===== config.mk =====
export PLATFORM = sky130hd
export DESIGN_NAME = svn_unit3
export DESIGN_NICKNAME = d
export VERILOG_FILES = /design/src/rtl/smooth_vertex_normals_defines.svh /design/src/rtl/svn_pkg.sv /design/src/rtl/svn_unit3.sv
export SDC_FILE = /design/constraint.sdc
export NUM_CORES = 2
export LEC_CHECK = 0
export BUFFER_PORTS_ARGS = -buffer_cell sky130_fd_sc_hd__buf_2
export CORE_UTILIZATION = 60
export CTS_CLUSTER_DIAMETER = 120
export DETAILED_ROUTE_END_ITERATION = 16
export PLACE_DENSITY = 0.85
export SLEW_MARGIN = 20
export SYNTH_ARGS = -nofsm -noshare
export SYNTH_HDL_FRONTEND = slang
export SYNTH_SLANG_ARGS = --single-unit

===== constraint.sdc =====
create_clock -name clock -period 32.4 [get_ports clock]
set_input_delay 1.62 -clock clock [delete_from_list [all_inputs] [get_ports clock]]
set_output_delay 1.62 -clock clock [all_outputs]
set_load 0.005 [all_outputs]

===== src/rtl/smooth_vertex_normals_defines.svh =====
// Assertion macros for the smooth vertex normals block.
`ifndef SMOOTH_VERTEX_NORMALS_DEFINES_SVH
`define SMOOTH_VERTEX_NORMALS_DEFINES_SVH

// Same-cycle implication, checked on the block clock outside reset.
`define SVN_ASSERT_NOW(label, cond, prop, msg) \
   label: assert property (@(posedge clock) disable iff (reset) (cond) |-> (prop)) \
      else $error(msg);

// Next-cycle implication, checked on the block clock outside reset.
`define SVN_ASSERT_NEXT(label, cond, prop, msg) \
   label: assert property (@(posedge clock) disable iff (reset) (cond) |=> (prop)) \
      else $error(msg);

`endif


===== src/rtl/svn_pkg.sv =====
// Shared types and constants of the smooth vertex normals block.
package svn_pkg;

   localparam logic [1:0] MODE_LOAD = 2'd0;
   localparam logic [1:0] MODE_TRI  = 2'd1;
   localparam logic [1:0] MODE_READ = 2'd2;

   // component width into the normalizer and magnitude width inside it
   localparam int CW = 63;
   localparam int MW = 62;

   typedef struct packed {
      logic [1:0]         mode;
      logic [9:0]         vertex_index;
      logic [9:0]         corner_b;
      logic [9:0]         corner_c;
      logic signed [31:0] pos_x;
      logic signed [31:0] pos_y;
      logic signed [31:0] pos_z;
   } req_type;

   typedef struct packed {
      logic signed [15:0] normal_x;
      logic signed [15:0] normal_y;
      logic signed [15:0] normal_z;
      logic               zero_normal;
   } rsp_type;

   typedef struct packed {
      logic busy;
      logic done;
      logic ok;
   } unit_stat_type;

   typedef enum logic [3:0] {
      T_CLEAR,
      T_IDLE,
      T_PB,
      T_PC,
      T_PD,
      T_FSHIFT,
      T_CROSS,
      T_USTART,
      T_NWAIT,
      T_ARD,
      T_AWR,
      T_PUT
   } seq_state_type;

   typedef enum logic [2:0] {
      U_IDLE,
      U_SCAN,
      U_SQ,
      U_ROOT,
      U_DPREP,
      U_DIV
   } unit_state_type;

endpackage


===== src/rtl/svn_unit3.sv =====
// Multi-cycle normalizer of a signed 3-vector to Q1.14.
module svn_unit3 import svn_pkg::*; (
   input  logic                 clock,
   input  logic                 reset,
   input  logic                 start,
   input  logic signed [CW-1:0] vec_x,
   input  logic signed [CW-1:0] vec_y,
   input  logic signed [CW-1:0] vec_z,
   output logic signed [15:0]   nrm_x,
   output logic signed [15:0]   nrm_y,
   output logic signed [15:0]   nrm_z,
   output unit_stat_type        stat
);

   unit_state_type     state_ff, state_in;
   logic [MW-1:0]      m_ff [3];
   logic [MW-1:0]      m_in [3];
   logic [2:0]         neg_ff, neg_in;
   logic [61:0]        s_ff, s_in;
   logic [61:0]        v_ff, v_in;
   logic [62:0]        r_ff, r_in;
   logic [62:0]        bit_ff, bit_in;
   logic [44:0]        rem_ff, rem_in;
   logic [44:0]        cand_ff, cand_in;
   logic [14:0]        q_ff, q_in;
   logic [3:0]         j_ff, j_in;
   logic [1:0]         ci_ff, ci_in;
   logic signed [15:0] n_ff [3];
   logic signed [15:0] n_in [3];
   logic               ok_ff, ok_in;
   logic               done_ff, done_in;

   logic               all_zero, any_hi, all_lo;
   logic [63:0]        trial;
   logic [59:0]        sq;
   logic [14:0]        qn;
   logic [30:0]        len;

   assign len = r_ff[30:0];

   always_comb begin : scan_flags
      all_zero = 1'b1;
      any_hi   = 1'b0;
      all_lo   = 1'b1;
      for (int i = 0; i < 3; i++) begin
         if (m_ff[i] != '0) all_zero = 1'b0;
         if (m_ff[i][MW-1:30] != '0) any_hi = 1'b1;
         if (m_ff[i][MW-1:29] != '0) all_lo = 1'b0;
      end
   end

   always_comb begin : unit_next
      state_in = state_ff;
      unique case (state_ff)
         U_IDLE:  if (start) state_in = U_SCAN;
         U_SCAN: begin
            if (all_zero) state_in = U_IDLE;
            else if (!any_hi && !all_lo) state_in = U_SQ;
         end
         U_SQ:    if (ci_ff == 2'd2) state_in = U_ROOT;
         U_ROOT:  if (bit_ff[0]) state_in = U_DPREP;
         U_DPREP: state_in = U_DIV;
         U_DIV: begin
            if (j_ff == 4'd0) state_in = (ci_ff == 2'd2) ? U_IDLE : U_DPREP;
         end
         default: state_in = U_IDLE;
      endcase
   end

   always_comb begin : unit_data
      logic signed [CW-1:0] src [3];
      m_in    = m_ff;
      neg_in  = neg_ff;
      s_in    = s_ff;
      v_in    = v_ff;
      r_in    = r_ff;
      bit_in  = bit_ff;
      rem_in  = rem_ff;
      cand_in = cand_ff;
      q_in    = q_ff;
      j_in    = j_ff;
      ci_in   = ci_ff;
      n_in    = n_ff;
      ok_in   = ok_ff;
      done_in = 1'b0;
      src[0]  = vec_x;
      src[1]  = vec_y;
      src[2]  = vec_z;
      trial   = 64'(r_ff) + 64'(bit_ff);
      sq      = m_ff[ci_ff][29:0] * m_ff[ci_ff][29:0];
      qn      = q_ff;
      unique case (state_ff)
         U_IDLE: begin
            if (start) begin
               for (int i = 0; i < 3; i++) begin
                  neg_in[i] = src[i][CW-1];
                  m_in[i]   = src[i][CW-1] ? MW'(-src[i]) : MW'(src[i]);
               end
            end
         end
         U_SCAN: begin
            if (all_zero) begin
               for (int i = 0; i < 3; i++) n_in[i] = '0;
               ok_in   = 1'b0;
               done_in = 1'b1;
            end else if (any_hi) begin
               for (int i = 0; i < 3; i++) m_in[i] = m_ff[i] >> 1;
            end else if (all_lo) begin
               for (int i = 0; i < 3; i++) m_in[i] = m_ff[i] << 1;
            end else begin
               s_in  = '0;
               ci_in = 2'd0;
            end
         end
         U_SQ: begin
            s_in  = s_ff + 62'(sq);
            ci_in = ci_ff + 2'd1;
            if (ci_ff == 2'd2) begin
               v_in   = s_ff + 62'(sq);
               r_in   = '0;
               bit_in = 63'(1) << 62;
            end
         end
         U_ROOT: begin
            // one result bit per step, two radicand bits consumed
            if (64'(v_ff) >= trial) begin
               v_in = v_ff - trial[61:0];
               r_in = (r_ff >> 1) + bit_ff;
            end else begin
               r_in = r_ff >> 1;
            end
            bit_in = bit_ff >> 2;
            ci_in  = 2'd0;
         end
         U_DPREP: begin
            rem_in  = 45'({m_ff[ci_ff][29:0], 14'b0}) + 45'(len >> 1);
            cand_in = {len, 14'b0};
            q_in    = '0;
            j_in    = 4'd14;
         end
         U_DIV: begin
            if (rem_ff >= cand_ff) begin
               rem_in = rem_ff - cand_ff;
               qn[j_ff] = 1'b1;
            end
            q_in    = qn;
            cand_in = cand_ff >> 1;
            j_in    = j_ff - 4'd1;
            if (j_ff == 4'd0) begin
               n_in[ci_ff] = neg_ff[ci_ff] ? -16'(qn) : 16'(qn);
               ci_in = ci_ff + 2'd1;
               if (ci_ff == 2'd2) begin
                  ok_in   = 1'b1;
                  done_in = 1'b1;
               end
            end
         end
         default: ;
      endcase
   end

   always_ff @(posedge clock) begin
      if (reset) begin
         state_ff <= U_IDLE;
         done_ff  <= 1'b0;
      end else begin
         state_ff <= state_in;
         done_ff  <= done_in;
      end
   end

   always_ff @(posedge clock) begin
      m_ff    <= m_in;
      neg_ff  <= neg_in;
      s_ff    <= s_in;
      v_ff    <= v_in;
      r_ff    <= r_in;
      bit_ff  <= bit_in;
      rem_ff  <= rem_in;
      cand_ff <= cand_in;
      q_ff    <= q_in;
      j_ff    <= j_in;
      ci_ff   <= ci_in;
      n_ff    <= n_in;
      ok_ff   <= ok_in;
   end

   assign nrm_x     = n_ff[0];
   assign nrm_y     = n_ff[1];
   assign nrm_z     = n_ff[2];
   assign stat.busy = (state_ff != U_IDLE);
   assign stat.done = done_ff;
   assign stat.ok   = ok_ff;

endmodule


==> impl_metrics.prom <==
# TYPE chip_impl_metric gauge
chip_impl_info{name="outcome",value="finished clean"} 1
chip_impl_metric{name="relSlewSlack",unit=""} 0.232
chip_impl_metric{name="grt.overflow.total",unit=""} 0
chip_impl_metric{name="pin_count_of_the_biggest_net_entering_global_routing",unit=""} 122
chip_impl_metric{name="placeableCoreArea",unit="mm2"} 0.111
chip_impl_metric{name="critPathArrivalTime",unit="ns"} 11.16
chip_impl_metric{name="finalWeightedCongestion",unit=""} 1.03
chip_impl_metric{name="grt_pass1_wl",unit="um"} 328000
chip_impl_metric{name="boundaryPins",unit=""} 243
chip_impl_metric{name="worst_pin_slew",unit="ns"} 1.15
chip_impl_metric{name="dp_worst_setup_slack",unit="ns"} 21.64
chip_impl_metric{name="crit_path_largest_cell_delay",unit="ns"} 0.88
chip_impl_metric{name="detail_route.iter0.violations",unit=""} 6201
chip_impl_metric{name="routed-via-count",unit=""} 56500
chip_impl_metric{name="global_route_met2_utilization",unit=""} 0.593
chip_impl_metric{name="antenna_violating_nets_post_route",unit=""} 0
chip_impl_metric{name="cts_repair_resize_count",unit=""} 0
chip_impl_metric{name="async_flop_share",unit=""} 0
chip_impl_metric{name="chipHeight",unit="um"} 338
chip_impl_metric{name="maxClockFrequency",unit="MHz"} 92.7
chip_impl_metric{name="area_delta_synth_final",unit="%"} 7.43
chip_impl_metric{name="grt_use_met3",unit=""} 0.0956
chip_impl_metric{name="pre_antenna_drt_iters",unit=""} 7
chip_impl_info{name="end_kind",value="flop"} 1
chip_impl_metric{name="fin_setup_tns",unit="ns"} 0
chip_impl_metric{name="yosysWarningCount",unit=""} 0
chip_impl_info{name="worst_hold_path_type",value="reg -> reg"} 1
chip_impl_metric{name="syn_inst",unit=""} 7385
chip_impl_metric{name="via_per_inst",unit=""} 6.26
chip_impl_metric{name="grt_usage",unit=""} 0.379
chip_impl_info{name="most-common-layout-cells",value="1128 x sky130_fd_sc_hd__inv_1, 758 x sky130_fd_sc_hd__fa_1, 698 x sky130_fd_sc_hd__nand2_1, 655 x sky130_fd_sc_hd__nor2_1, 568 x sky130_fd_sc_hd__edfxtp_1"} 1
chip_impl_metric{name="post-route-min-period",unit="ns"} 10.79
chip_impl_info{name="grt_setup_unrepaired",value="false"} 1
chip_impl_metric{name="overall_die_area",unit="mm2"} 0.114
chip_impl_metric{name="wl_per_cell",unit="um"} 23.8
chip_impl_metric{name="clock_tree.buffer_depth",unit=""} 3
chip_impl_metric{name="finalInstanceArea",unit="mm2"} 0.0726
chip_impl_info{name="ctsRootBufferMaster",value="sky130_fd_sc_hd__clkbuf_16"} 1
chip_impl_metric{name="synth_seq_area_share",unit=""} 0.253
chip_impl_metric{name="clock_skew",unit="ns"} 0.0579
chip_impl_info{name="cts_tree",value="yes"} 1
chip_impl_metric{name="route.final.wire_length",unit="um"} 215000
chip_impl_metric{name="cts_max_level",unit=""} 3
chip_impl_metric{name="clock_sink_count",unit=""} 572
chip_impl_metric{name="mappedNetlistArea",unit="mm2"} 0.0676
chip_impl_metric{name="critPathBufInv",unit=""} 9
chip_impl_info{name="cp_common_cell",value="sky130_fd_sc_hd__fa_1"} 1
chip_impl_metric{name="worstPathMaxFanout",unit=""} 35
chip_impl_info{name="crit_path_top_delay_cell",value="sky130_fd_sc_hd__clkinv_1"} 1
chip_impl_metric{name="port_buffers",unit=""} 242
chip_impl_metric{name="cp_data_required_time",unit="ns"} 32.77
chip_impl_metric{name="hpwl",unit="um"} 162000
chip_impl_metric{name="setup_ws",unit="ns"} 21.61
chip_impl_metric{name="drive_above_1_share",unit=""} 0.0722
chip_impl_metric{name="fin_nets",unit=""} 8855
chip_impl_info{name="layout_commonest_cell",value="sky130_fd_sc_hd__inv_1"} 1
chip_impl_metric{name="postSynthRegisterBits",unit=""} 572
chip_impl_metric{name="synth_enable_flop_cells",unit=""} 568
chip_impl_metric{name="grt_use_met1",unit=""} 0.470
chip_impl_metric{name="cts-buffers-inserted",unit=""} 71
chip_impl_metric{name="std_cell_rows",unit=""} 122
chip_impl_metric{name="initial_core_util",unit=""} 0.608
chip_impl_info{name="grt-busiest-layer",value="met2"} 1
chip_impl_metric{name="detailed_place.area",unit="mm2"} 0.0702
chip_impl_metric{name="clk_latency",unit="ns"} 0.68
chip_impl_info{name="criticalPathCategory",value="reg -> reg"} 1
chip_impl_info{name="postSynth.topFlopCell",value="sky130_fd_sc_hd__edfxtp_1"} 1
chip_impl_metric{name="post_synth_num_cell_types",unit=""} 82
chip_impl_info{name="critical_path.startpoint_type",value="flop"} 1
chip_impl_metric{name="setup_viol",unit=""} 0
chip_impl_metric{name="number_of_global_route_vias_before_repair",unit=""} 57100
chip_impl_metric{name="postSynthNetCount",unit=""} 8786
chip_impl_metric{name="finalHoldViolations",unit=""} 0
chip_impl_info{name="crit_family",value="adder cells"} 1
chip_impl_metric{name="hold_fix_buffers_cts",unit=""} 0
chip_impl_metric{name="antenna_found_initial",unit=""} 29
chip_impl_metric{name="die-width",unit="um"} 338
chip_impl_metric{name="synthesis.area_per_instance",unit="um2"} 9.16
chip_impl_metric{name="timing.max_cap.violations",unit=""} 0
chip_impl_metric{name="slew_viol_final",unit=""} 0
chip_impl_metric{name="layout_worst_path_cycle_share",unit=""} 0.333
chip_impl_metric{name="postCtsSetupRepairBufs",unit=""} 0
chip_impl_metric{name="clkTransAtPathRegs",unit="ns"} 0.06
chip_impl_metric{name="number_of_remaining_drc_errors",unit=""} 0
worst reg2reg max path, delay by kind of cell, from the launching register on:
family / cells / cell delay [ns]
xor+xnor: 1 / 0.20
simple gates: 3 / 0.77
flops: 1 / 0.32
fa+ha+maj: 9 / 4.44
buf+inv: 9 / 2.35
compound gates: 9 / 2.30
mux: 1 / 0.10
area by class of cell:
type                       count  area (um2)
antenna                       27        67.6
clock buffer                  86        1840
clock inverter                41         519
fill                        8871       38500
inverter                    1138        4270
multi-input combinational   5348       45100
sequential                   572       17100
tap                         1488        1860
timing repair buffer         323        1820
cell families after synthesis:
| group | share of synthesized area |
|---|---|
| AOI/OAI and AO/OA | 0.132 |
| xor gates and xnor gates | 0.0619 |
| adders and majority gates | 0.308 |
| buffers and inverters | 0.0819 |
| DFF | 0.253 |
| muxes | 0.0228 |
| and+or+nand+nor | 0.140 |
registers in the layout, summed over array words and instances, names as in the netlist:
name,count
m_ff,186
r_ff,63
s_ff,62
v_ff,62
cand_ff,45
rem_ff,45
bit_ff,32
nrm_x,16
nrm_y,16
nrm_z,16
q_ff,15
j_ff,4
neg_ff,3
state_ff,3
ci_ff,2
done_ff,1
ok_ff,1
Yosys cell counts (63+ instances only):
cell type | number | share of area
sky130_fd_sc_hd__a21o_1 | 106 | 0.012
sky130_fd_sc_hd__nand2_1 | 703 | 0.039
sky130_fd_sc_hd__nor2_1 | 657 | 0.036
sky130_fd_sc_hd__and3_1 | 63 | 0.0058
sky130_fd_sc_hd__inv_1 | 1130 | 0.063
sky130_fd_sc_hd__a31oi_1 | 97 | 0.0090
sky130_fd_sc_hd__ha_1 | 451 | 0.083
sky130_fd_sc_hd__a211oi_1 | 67 | 0.0074
sky130_fd_sc_hd__clkbuf_1 | 284 | 0.016
sky130_fd_sc_hd__o31ai_1 | 84 | 0.0093
sky130_fd_sc_hd__a21oi_1 | 411 | 0.030
sky130_fd_sc_hd__nor3_1 | 85 | 0.0063
sky130_fd_sc_hd__xor2_1 | 234 | 0.030
sky130_fd_sc_hd__nand4_1 | 74 | 0.0068
sky130_fd_sc_hd__o21ai_0 | 413 | 0.031
sky130_fd_sc_hd__nand3_1 | 79 | 0.0058
sky130_fd_sc_hd__mux2i_1 | 153 | 0.023
sky130_fd_sc_hd__and2_1 | 64 | 0.0059
sky130_fd_sc_hd__nor4_1 | 68 | 0.0063
sky130_fd_sc_hd__edfxtp_1 | 568 | 0.25
sky130_fd_sc_hd__fa_1 | 758 | 0.22
sky130_fd_sc_hd__xnor2_1 | 244 | 0.032
through the flow:
step,std cells,hold WS (ns),utilization
2_1_floorplan,7385,0.511,-
3_5_place_dp,8869,0.544,0.632
5_1_grt,9017,0.569,0.653
3_3_place_gp,8869,0.532,0.632
6_report,9023,0.556,0.654
4_1_cts,8996,0.546,0.653
final timing paths:
check | depth (start not counted) | slack (ns) | startpoint | endpoint
min | 2 | 0.56 | cand_ff[42] | cand_ff[41]
max | 32 | 21.61 | ci_ff[0] | v_ff[59]
max reg2reg | 32 | 21.61 | ci_ff[0] | v_ff[59]
min reg2reg | 2 | 0.56 | cand_ff[42] | cand_ff[41]
routing by layer:
metal,vias up,wire length [um]
met5,-,56
met1,27600,79000
li1,25000,-
met4,8,15700
met2,3181,97000
met3,767,23100
Power is left out: the tool's default activity adds up to more than one toggle a clock period on the data nets, which glitch-free logic cannot reach.
